File: config.mk
export PLATFORM = sky130hd
export DESIGN_NAME = delayed_unlock_gate
export DESIGN_NICKNAME = d
export VERILOG_FILES = /design/src/sv/dug_pkg.sv /design/src/sv/delayed_unlock_gate.sv
export SDC_FILE = /design/constraint.sdc
export NUM_CORES = 1
export LEC_CHECK = 0
export BUFFER_PORTS_ARGS = -buffer_cell sky130_fd_sc_hd__buf_2
export CORE_MARGIN = 2
export CORE_UTILIZATION = 55
export DETAILED_ROUTE_END_ITERATION = 8
export HOLD_SLACK_MARGIN = 0.15
export PLACE_DENSITY = 0.73
export SLEW_MARGIN = 15
export SYNTH_ARGS = -nofsm -noshare
export SYNTH_HDL_FRONTEND = slang
export SYNTH_SLANG_ARGS = --single-unit
File: constraint.sdc
create_clock -name clk_i -period 10.4 [get_ports clk_i]
set_input_delay 0.52 -clock clk_i [delete_from_list [all_inputs] [get_ports clk_i]]
set_output_delay 0.52 -clock clk_i [all_outputs]
set_load 0.05 [all_outputs]
File: src/sv/dug_pkg.sv
`timescale 1ns / 1ps
// ----------------------------------------------------------------------------
// dug_pkg
// Shared types, codes and constants of the delayed unlock gate.
// ----------------------------------------------------------------------------
package dug_pkg;

  localparam int unsigned ElapsedW  = 16;
  localparam int unsigned FailW     = 16;
  localparam int unsigned LockW     = 22;
  localparam int unsigned UntilW    = 31;
  localparam int unsigned ProgW     = 31;
  localparam int unsigned SecW      = 20;
  localparam int unsigned DelayMsW  = 30;
  localparam int unsigned CfgIdxW   = 3;

  localparam logic [ElapsedW-1:0] TickCapMs    = 16'd10000;
  localparam logic [FailW-1:0]    FailMax      = 16'hFFFF;
  localparam logic [FailW-1:0]    LockThresh   = 16'd3;
  localparam logic [3:0]          LockShiftMax = 4'd8;
  localparam logic [31:0]         LockBaseS    = 32'd15;
  localparam logic [31:0]         LockMaxS     = 32'd3600;
  localparam logic [31:0]         MsPerS       = 32'd1000;

  typedef enum logic [1:0] {
    FUNC_TICK      = 2'd0,
    FUNC_AUTHORIZE = 2'd1,
    FUNC_REQUEST   = 2'd2,
    FUNC_CANCEL    = 2'd3
  } func_e;

  typedef enum logic [3:0] {
    ST_OK            = 4'd0,
    ST_NOT_REQUESTED = 4'd1,
    ST_NOT_OPEN_YET  = 4'd2,
    ST_CLOSED        = 4'd3,
    ST_NO_AUTH       = 4'd4,
    ST_LOCKED_OUT    = 4'd5,
    ST_PW_REQUIRED   = 4'd6,
    ST_BAD_PW        = 4'd7,
    ST_NOT_APPLIC    = 4'd8,
    ST_ALREADY_PEND  = 4'd9
  } status_e;

  typedef enum logic [CfgIdxW-1:0] {
    CFG_REQUIRE_DELAY    = 3'd0,
    CFG_REQUIRE_PASSWORD = 3'd1,
    CFG_AUTH_CONFIGURED  = 3'd2,
    CFG_DELAY_SECONDS    = 3'd3,
    CFG_WINDOW_SECONDS   = 3'd4
  } cfg_idx_e;

  // Result beat payload, highest field first in the packed tdata.
  typedef struct packed {
    logic [UntilW-1:0] ms_until_change;
    logic [LockW-1:0]  lockout_ms_left;
    logic [FailW-1:0]  bad_pw_count;
    logic              unlock_open;
    logic              pending;
    status_e           status;
  } result_t;

  // Lockout length in ms for a shift of 0..8: min(15 << shift, 3600) s.
  function automatic logic [LockW-1:0] lock_ms(input logic [3:0] shift);
    logic [31:0] secs;
    secs = LockBaseS << shift;
    if (secs > LockMaxS) begin
      secs = LockMaxS;
    end
    return LockW'(secs * MsPerS);
  endfunction

endpackage

File: src/sv/delayed_unlock_gate.sv
`timescale 1ns / 1ps
// ----------------------------------------------------------------------------
// delayed_unlock_gate
// Access gate with a delayed unlock window and a wrong-password lockout.
// ----------------------------------------------------------------------------
// Each event beat on the slave side (tick, authorize, request, cancel) yields
// exactly one result beat on the master side carrying the status and the
// gate state after the event. The block takes one event per clock while the
// master side keeps tready high: the state update and the result are computed
// in one pass from the state registers and the beat, and land in the result
// register at the accepting edge. The slave side stays ready whenever the
// result register is empty or being drained in the same cycle. Configuration
// is a plain write port; delay and window are converted to milliseconds when
// written, so the event path holds only adds, compares and selects.
// ----------------------------------------------------------------------------
module delayed_unlock_gate
  import dug_pkg::*;
(
  input  logic                clk_i,
  input  logic                rst_ni,

  input  logic                cfg_we_i,
  input  logic [CfgIdxW-1:0]  cfg_index_i,
  input  logic [SecW-1:0]     cfg_wdata_i,

  input  logic                s_axis_tvalid,
  output logic                s_axis_tready,
  // tdata: [15:0] tick_ms, [16] password_present, [17] password_ok, [23:18] zero
  input  logic [23:0]         s_axis_tdata,
  // tuser: [1:0] func
  input  logic [1:0]          s_axis_tuser,

  output logic                m_axis_tvalid,
  input  logic                m_axis_tready,
  // tdata: [3:0] status, [4] pending, [5] unlock_open, [21:6] bad_pw_count,
  //        [43:22] lockout_ms_left, [74:44] ms_until_change, [79:75] zero
  output logic [79:0]         m_axis_tdata
);

  // Configuration registers, with derived millisecond limits.
  logic                 req_delay_q, req_pw_q, auth_cfg_q;
  logic [SecW-1:0]      delay_s_q, window_s_q;
  logic [DelayMsW-1:0]  delay_ms_q;
  logic [ProgW-1:0]     close_ms_q;

  // Gate state.
  logic                 pend_q, pend_d;
  logic [ProgW-1:0]     prog_q, prog_d;
  logic [FailW-1:0]     fail_q, fail_d;
  logic [LockW-1:0]     lock_q, lock_d;

  // Result register.
  logic                 out_valid_q;
  result_t              out_q, res_d;

  logic                 accept;
  func_e                func;
  logic [ElapsedW-1:0]  elapsed;
  logic                 pw_present, pw_ok;

  assign func       = func_e'(s_axis_tuser);
  assign elapsed    = s_axis_tdata[15:0];
  assign pw_present = s_axis_tdata[16];
  assign pw_ok      = s_axis_tdata[17];

  // Take a new beat when the result slot is empty or drains this cycle.
  assign s_axis_tready = !out_valid_q || m_axis_tready;
  assign accept        = s_axis_tvalid && s_axis_tready;

  assign m_axis_tvalid = out_valid_q;
  assign m_axis_tdata  = {5'd0, out_q};

  // --------------------------------------------------------------------------
  // Configuration writes: convert seconds to ms on the way in.
  // --------------------------------------------------------------------------
  logic [SecW:0] close_s_wr;

  always_comb begin
    close_s_wr = {1'b0, delay_s_q} + {1'b0, window_s_q};
    if (cfg_index_i == CFG_DELAY_SECONDS) begin
      close_s_wr = {1'b0, cfg_wdata_i} + {1'b0, window_s_q};
    end else if (cfg_index_i == CFG_WINDOW_SECONDS) begin
      close_s_wr = {1'b0, delay_s_q} + {1'b0, cfg_wdata_i};
    end
  end

  always_ff @(posedge clk_i or negedge rst_ni) begin
    if (!rst_ni) begin
      req_delay_q <= 1'b1;
      req_pw_q    <= 1'b1;
      auth_cfg_q  <= 1'b0;
      delay_s_q   <= '0;
      window_s_q  <= '0;
      delay_ms_q  <= '0;
      close_ms_q  <= '0;
    end else if (cfg_we_i) begin
      unique case (cfg_index_i)
        CFG_REQUIRE_DELAY:    req_delay_q <= cfg_wdata_i[0];
        CFG_REQUIRE_PASSWORD: req_pw_q    <= cfg_wdata_i[0];
        CFG_AUTH_CONFIGURED:  auth_cfg_q  <= cfg_wdata_i[0];
        CFG_DELAY_SECONDS: begin
          delay_s_q  <= cfg_wdata_i;
          delay_ms_q <= DelayMsW'(DelayMsW'(cfg_wdata_i) * DelayMsW'(MsPerS));
          close_ms_q <= ProgW'(ProgW'(close_s_wr) * ProgW'(MsPerS));
        end
        CFG_WINDOW_SECONDS: begin
          window_s_q <= cfg_wdata_i;
          close_ms_q <= ProgW'(ProgW'(close_s_wr) * ProgW'(MsPerS));
        end
        default: ;  // unknown index: drop the write
      endcase
    end
  end

  // --------------------------------------------------------------------------
  // Password check, shared by authorize and request.
  // --------------------------------------------------------------------------
  status_e          pw_status;
  logic [FailW-1:0] pw_fail, fail_inc;
  logic [LockW-1:0] pw_lock;
  logic [3:0]       lock_shift;

  always_comb begin
    // Saturate the failure count at its maximum.
    fail_inc = (fail_q == FailMax) ? fail_q : fail_q + 16'd1;
    if (fail_inc >= LockThresh + 16'(LockShiftMax)) begin
      lock_shift = LockShiftMax;
    end else begin
      lock_shift = 4'(fail_inc - LockThresh);
    end
    pw_fail = fail_q;
    pw_lock = lock_q;
    priority if (!auth_cfg_q) begin
      pw_status = ST_NO_AUTH;
    end else if (lock_q != '0) begin
      pw_status = ST_LOCKED_OUT;
    end else if (!pw_present) begin
      pw_status = ST_PW_REQUIRED;
    end else if (pw_ok) begin
      pw_status = ST_OK;
      pw_fail   = '0;
    end else begin
      pw_status = ST_BAD_PW;
      pw_fail   = fail_inc;
      if (fail_inc >= LockThresh) begin
        pw_lock = lock_ms(lock_shift);
      end
    end
  end

  // --------------------------------------------------------------------------
  // Event decode and state update.
  // --------------------------------------------------------------------------
  logic [ElapsedW-1:0] delta;
  logic [ProgW-1:0]    prog_sum;
  logic                win_now;
  logic [UntilW-1:0]   change_ms;
  status_e             status;

  assign win_now = pend_q && (prog_q >= ProgW'(delay_ms_q)) && (prog_q < close_ms_q);

  always_comb begin
    delta    = (elapsed < TickCapMs) ? elapsed : TickCapMs;
    prog_sum = prog_q + ProgW'(delta);
    pend_d   = pend_q;
    prog_d   = prog_q;
    fail_d   = fail_q;
    lock_d   = lock_q;
    status   = ST_OK;
    unique case (func)
      FUNC_TICK: begin
        // Lockout counts down by the raw elapsed time, floor at zero.
        lock_d = (lock_q > LockW'(elapsed)) ? lock_q - LockW'(elapsed) : '0;
        if (pend_q) begin
          if (prog_sum >= close_ms_q) begin
            pend_d = 1'b0;
            prog_d = '0;
          end else begin
            prog_d = prog_sum;
          end
        end
      end
      FUNC_AUTHORIZE: begin
        if (req_delay_q && !win_now) begin
          priority if (!pend_q) begin
            status = ST_NOT_REQUESTED;
          end else if (prog_q < ProgW'(delay_ms_q)) begin
            status = ST_NOT_OPEN_YET;
          end else begin
            status = ST_CLOSED;
          end
        end else if (req_pw_q) begin
          status = pw_status;
          fail_d = pw_fail;
          lock_d = pw_lock;
        end
      end
      FUNC_REQUEST: begin
        priority if (!req_delay_q) begin
          status = ST_NOT_APPLIC;
        end else if (pend_q) begin
          status = ST_ALREADY_PEND;
        end else begin
          if (req_pw_q) begin
            status = pw_status;
            fail_d = pw_fail;
            lock_d = pw_lock;
          end
          if (status == ST_OK) begin
            pend_d = 1'b1;
            prog_d = '0;
          end
        end
      end
      FUNC_CANCEL: begin
        pend_d = 1'b0;
        prog_d = '0;
      end
      default: ;
    endcase

    // Time to the next window edge, from the updated state.
    change_ms = '0;
    if (pend_d) begin
      if (prog_d < ProgW'(delay_ms_q)) begin
        change_ms = UntilW'(ProgW'(delay_ms_q) - prog_d);
      end else if (prog_d < close_ms_q) begin
        change_ms = UntilW'(close_ms_q - prog_d);
      end
    end

    res_d.status          = status;
    res_d.pending         = pend_d;
    res_d.unlock_open     = pend_d && (prog_d >= ProgW'(delay_ms_q)) && (prog_d < close_ms_q);
    res_d.bad_pw_count    = fail_d;
    res_d.lockout_ms_left = lock_d;
    res_d.ms_until_change = change_ms;
  end

  // --------------------------------------------------------------------------
  // State and result registers.
  // --------------------------------------------------------------------------
  always_ff @(posedge clk_i or negedge rst_ni) begin
    if (!rst_ni) begin
      pend_q      <= 1'b0;
      prog_q      <= '0;
      fail_q      <= '0;
      lock_q      <= '0;
      out_valid_q <= 1'b0;
    end else begin
      if (accept) begin
        pend_q      <= pend_d;
        prog_q      <= prog_d;
        fail_q      <= fail_d;
        lock_q      <= lock_d;
        out_valid_q <= 1'b1;
      end else if (m_axis_tready) begin
        out_valid_q <= 1'b0;
      end
    end
  end

  // Payload needs no reset: hold it until the next accepted beat.
  always_ff @(posedge clk_i) begin
    if (accept) begin
      out_q <= res_d;
    end
  end

  // --------------------------------------------------------------------------
  // Assertions
  // --------------------------------------------------------------------------
  // An idle gate keeps no progress.
  a_idle_no_progress: assert property (@(posedge clk_i) disable iff (!rst_ni)
    !pend_q |-> (prog_q == '0))
    else $error("progress held without a pending request");

  // A lockout only follows at least three failures.
  a_lock_needs_fails: assert property (@(posedge clk_i) disable iff (!rst_ni)
    (lock_q != '0) |-> (fail_q >= LockThresh))
    else $error("lockout active with fewer than three failures");

  // A reported open window always belongs to a pending request.
  a_window_pending: assert property (@(posedge clk_i) disable iff (!rst_ni)
    m_axis_tvalid |-> (!out_q.unlock_open || out_q.pending))
    else $error("window reported open without a pending request");

  // An accepted event always leaves a result waiting in the next cycle.
  a_result_follows: assert property (@(posedge clk_i) disable iff (!rst_ni)
    accept |=> m_axis_tvalid)
    else $error("accepted event produced no result");

endmodule

==> impl_metrics.tcl <==
set metrics [dict create \
    status "completed" \
    fin_nets 4002 \
    fin_util 0.606 \
    num_vias 25584 \
    yosysTopAreaCell "ha_1" \
    post_layout_nonfiller_instances 4098 \
    drt_pass1_iterations 5 \
    postCtsHoldBufs 2 \
    fillers 4580 \
    fin_skew_ns 0.0177 \
    use_met3 0.0432 \
    max_cap_violations 0 \
    yosysTopAreaCellShare 0.160 \
    io_pins 136 \
    arrival_ns 9.64 \
    synth_edf_count 75 \
    path_clk_slew_ns 0.06 \
    crit_path_top_delay_cell "nor3_1" \
    h-tree-depth 1 \
    portBuffers 124 \
    worstPathMaxFanout 32 \
    hp-class "primary input to flip-flop" \
    drive_above_1_share 0.110 \
    placedCellCount 4038 \
    reg2reg_depth 29 \
    drt_iter0_drc 2373 \
    wl_per_cell_um 21.9 \
    max_stage_delay_ns 0.61 \
    start_util 0.558 \
    grt_pass1_wl_um 141000 \
    wl_um 89700 \
    netlist_area_sq_um 29400 \
    cts_setup_buffers 0 \
    required_ns 10.76 \
    grt_max_degree 70 \
    cts_buffers 31 \
    antenna_found_initial 0 \
    crit_type "primary input to flip-flop" \
    fin_setup_tns_ns 0 \
    maxSlewHeadroom 0.280 \
    drc 0 \
    ctsResizeCount 0 \
    setup.worst_path.start_class "primary input" \
    final-seq-area_sq_um 6430 \
    async_flop_share 0.690 \
    hpwlAfterDp_um 72500 \
    crit_top_cell "a21oi_1" \
    hold_viol 0 \
    whs_path_depth 3 \
    whs_endpoint "m_axis_tvalid" \
    ys.flop_type "dfrtp_1" \
    rsz0062_at_grt "no" \
    synth.area.top_cells "ha_1 (16%), dfrtp_1 (14%), fa_1 (13%), edfxtp_1 (7.6%), inv_1 (4.1%)" \
    most-common-layout-cells "ha_1 (377), inv_1 (318), nand2_1 (247)" \
    synth_area_per_cell_sq_um 8.98 \
    timing.rr.end "m_axis_tdata[42]" \
    max_freq_ghz 0.108 \
    fin_crit_ns 9.28 \
    yosysUniqueCellTypes 111 \
    area_growth_pct 8.59 \
    ys_ff_latch 242 \
    grt.overflow.total 0 \
    via_per_inst 6.24 \
    cts_root_buf "clkbuf_16" \
    routabilityCongestion 1.00 \
    reg2reg_from "fail_q[0]" \
    rows 84 \
    die-area_sq_um 55400 \
    multiInputGateArea_sq_um 21400 \
    use_met1 0.445 \
    cp-end-kind "flip-flop" \
    core-area_sq_um 52800 \
    grt_pass1_vias 25344 \
    worst_slew_pin_slew_ns 1.07 \
    die_w_um 235 \
    cts.sink_count 242 \
    clock_latency_ns 0.60 \
    ant_nets 0 \
    reg2reg_slack_ns 1.44 \
    busiest_layer "met2" \
    grt.total_usage 0.321 \
    tritoncts "done" \
    finalSetupViolations 0 \
    finalCritPeriodShare 0.893 \
    yosys_warnings 0 \
    die_y_um 235 \
    final_common_cell "ha_1" \
    diodes 0 \
    synth-seq-area-share 0.218 \
    final_area_sq_um 32000 \
    maxSlewViolCount 0 \
    place_area_sq_um 30900 \
    netlist_instances 3280 \
    grt_util_met2 0.523 \
    holdCritStartpoint "m_axis_tready" \
    clockBufferDepth 3 \
]
[cell type report]
cell class / count / share of cell area
Inverter: 320 / 0.0376
Multi-Input combinational cell: 2622 / 0.670
Tap cell: 688 / 0.0269
Sequential cell: 242 / 0.201
Clock inverter: 21 / 0.00767
Timing Repair Buffer: 168 / 0.0305
Clock buffer: 37 / 0.0266
[state kept, by name, indices dropped and copies added (netlist names), 16 cells and up]
name and flops:
delay_s_q 20, prog_q 31, close_ms_q 28, m_axis_tdata 75, delay_ms_q 25, lock_q 22
window_s_q 20, fail_q 16
[how the worst max path moves through the flow]
stage / end / cells past startpoint / slack [ns] / start
global route: m_axis_tdata[73] / 39 / 0.45 / s_axis_tdata[7]
global placement: m_axis_tdata[74] / 40 / 0.76 / s_axis_tdata[13]
detailed placement: m_axis_tdata[52] / 39 / 0.67 / s_axis_tdata[7]
CTS: m_axis_tdata[74] / 41 / 1.24 / s_axis_tdata[13]
finish: m_axis_tdata[74] / 42 / 1.12 / s_axis_tdata[7]
floorplan: m_axis_tdata[49] / 43 / 1.80 / s_axis_tdata[7]
[layer usage]
| layer | vias up | routed length (um) |
|---|---|---|
| li1 | 11953 | - |
| met1 | 12583 | 39000 |
| met2 | 881 | 41400 |
| met3 | 167 | 6190 |
| met4 | 0 | 3070 |
| met5 | - | 0 |
[worst max-delay path: cells and delay by family]
family,cells,cell delay (ns)
xor+xnor,1,0.15
buf+inv,4,0.80
simple gates,13,2.66
fa+ha+maj,3,0.94
compound gates,21,4.55
[synth_stat cells, drive strengths merged (29+ instances only)]
cell type	count
ha	377
inv	320
nand2	250
a21oi	244
nor2	209
o21ai	207
fa	186
dfrtp	165
xnor2	102
a21o	91
clkbuf	83
xor2	78
edfxtp	75
mux2	72
nor3	72
nand3	70
nand4	51
o21a	40
and3	34
a31oi	32
nor2b	30
a22oi	29
and2	29
[cells by family (layout without fill, tap and decap cells)]
logic type               Yosys count  count (layout)  synth area share
AO/OA/AOI/OAI                    908             908             0.205
XOR/XNOR                         180             180            0.0535
adder cells (fa/ha/maj)          563             563             0.287
buffers and inverters            431             546            0.0571
flip-flops                       242             242             0.218
multiplexers                      97              97            0.0360
other                              2              17          0.000255
AND/OR/NAND/NOR                  857             857             0.143
[metrics by stage]
| stage | setup slack (ns) | hold WS (ns) |
|---|---|---|
| after global placement | 0.759 | 0.475 |
| after detailed placement | 0.674 | 0.487 |
| after floorplan | 1.80 | 0.224 |
| final | 1.12 | 0.256 |
| after CTS | 1.24 | 0.231 |
| after global routing | 0.450 | 0.287 |
Power is not shown: default switching activity piles up to over one toggle a cycle in this logic, so the estimate is an artifact.
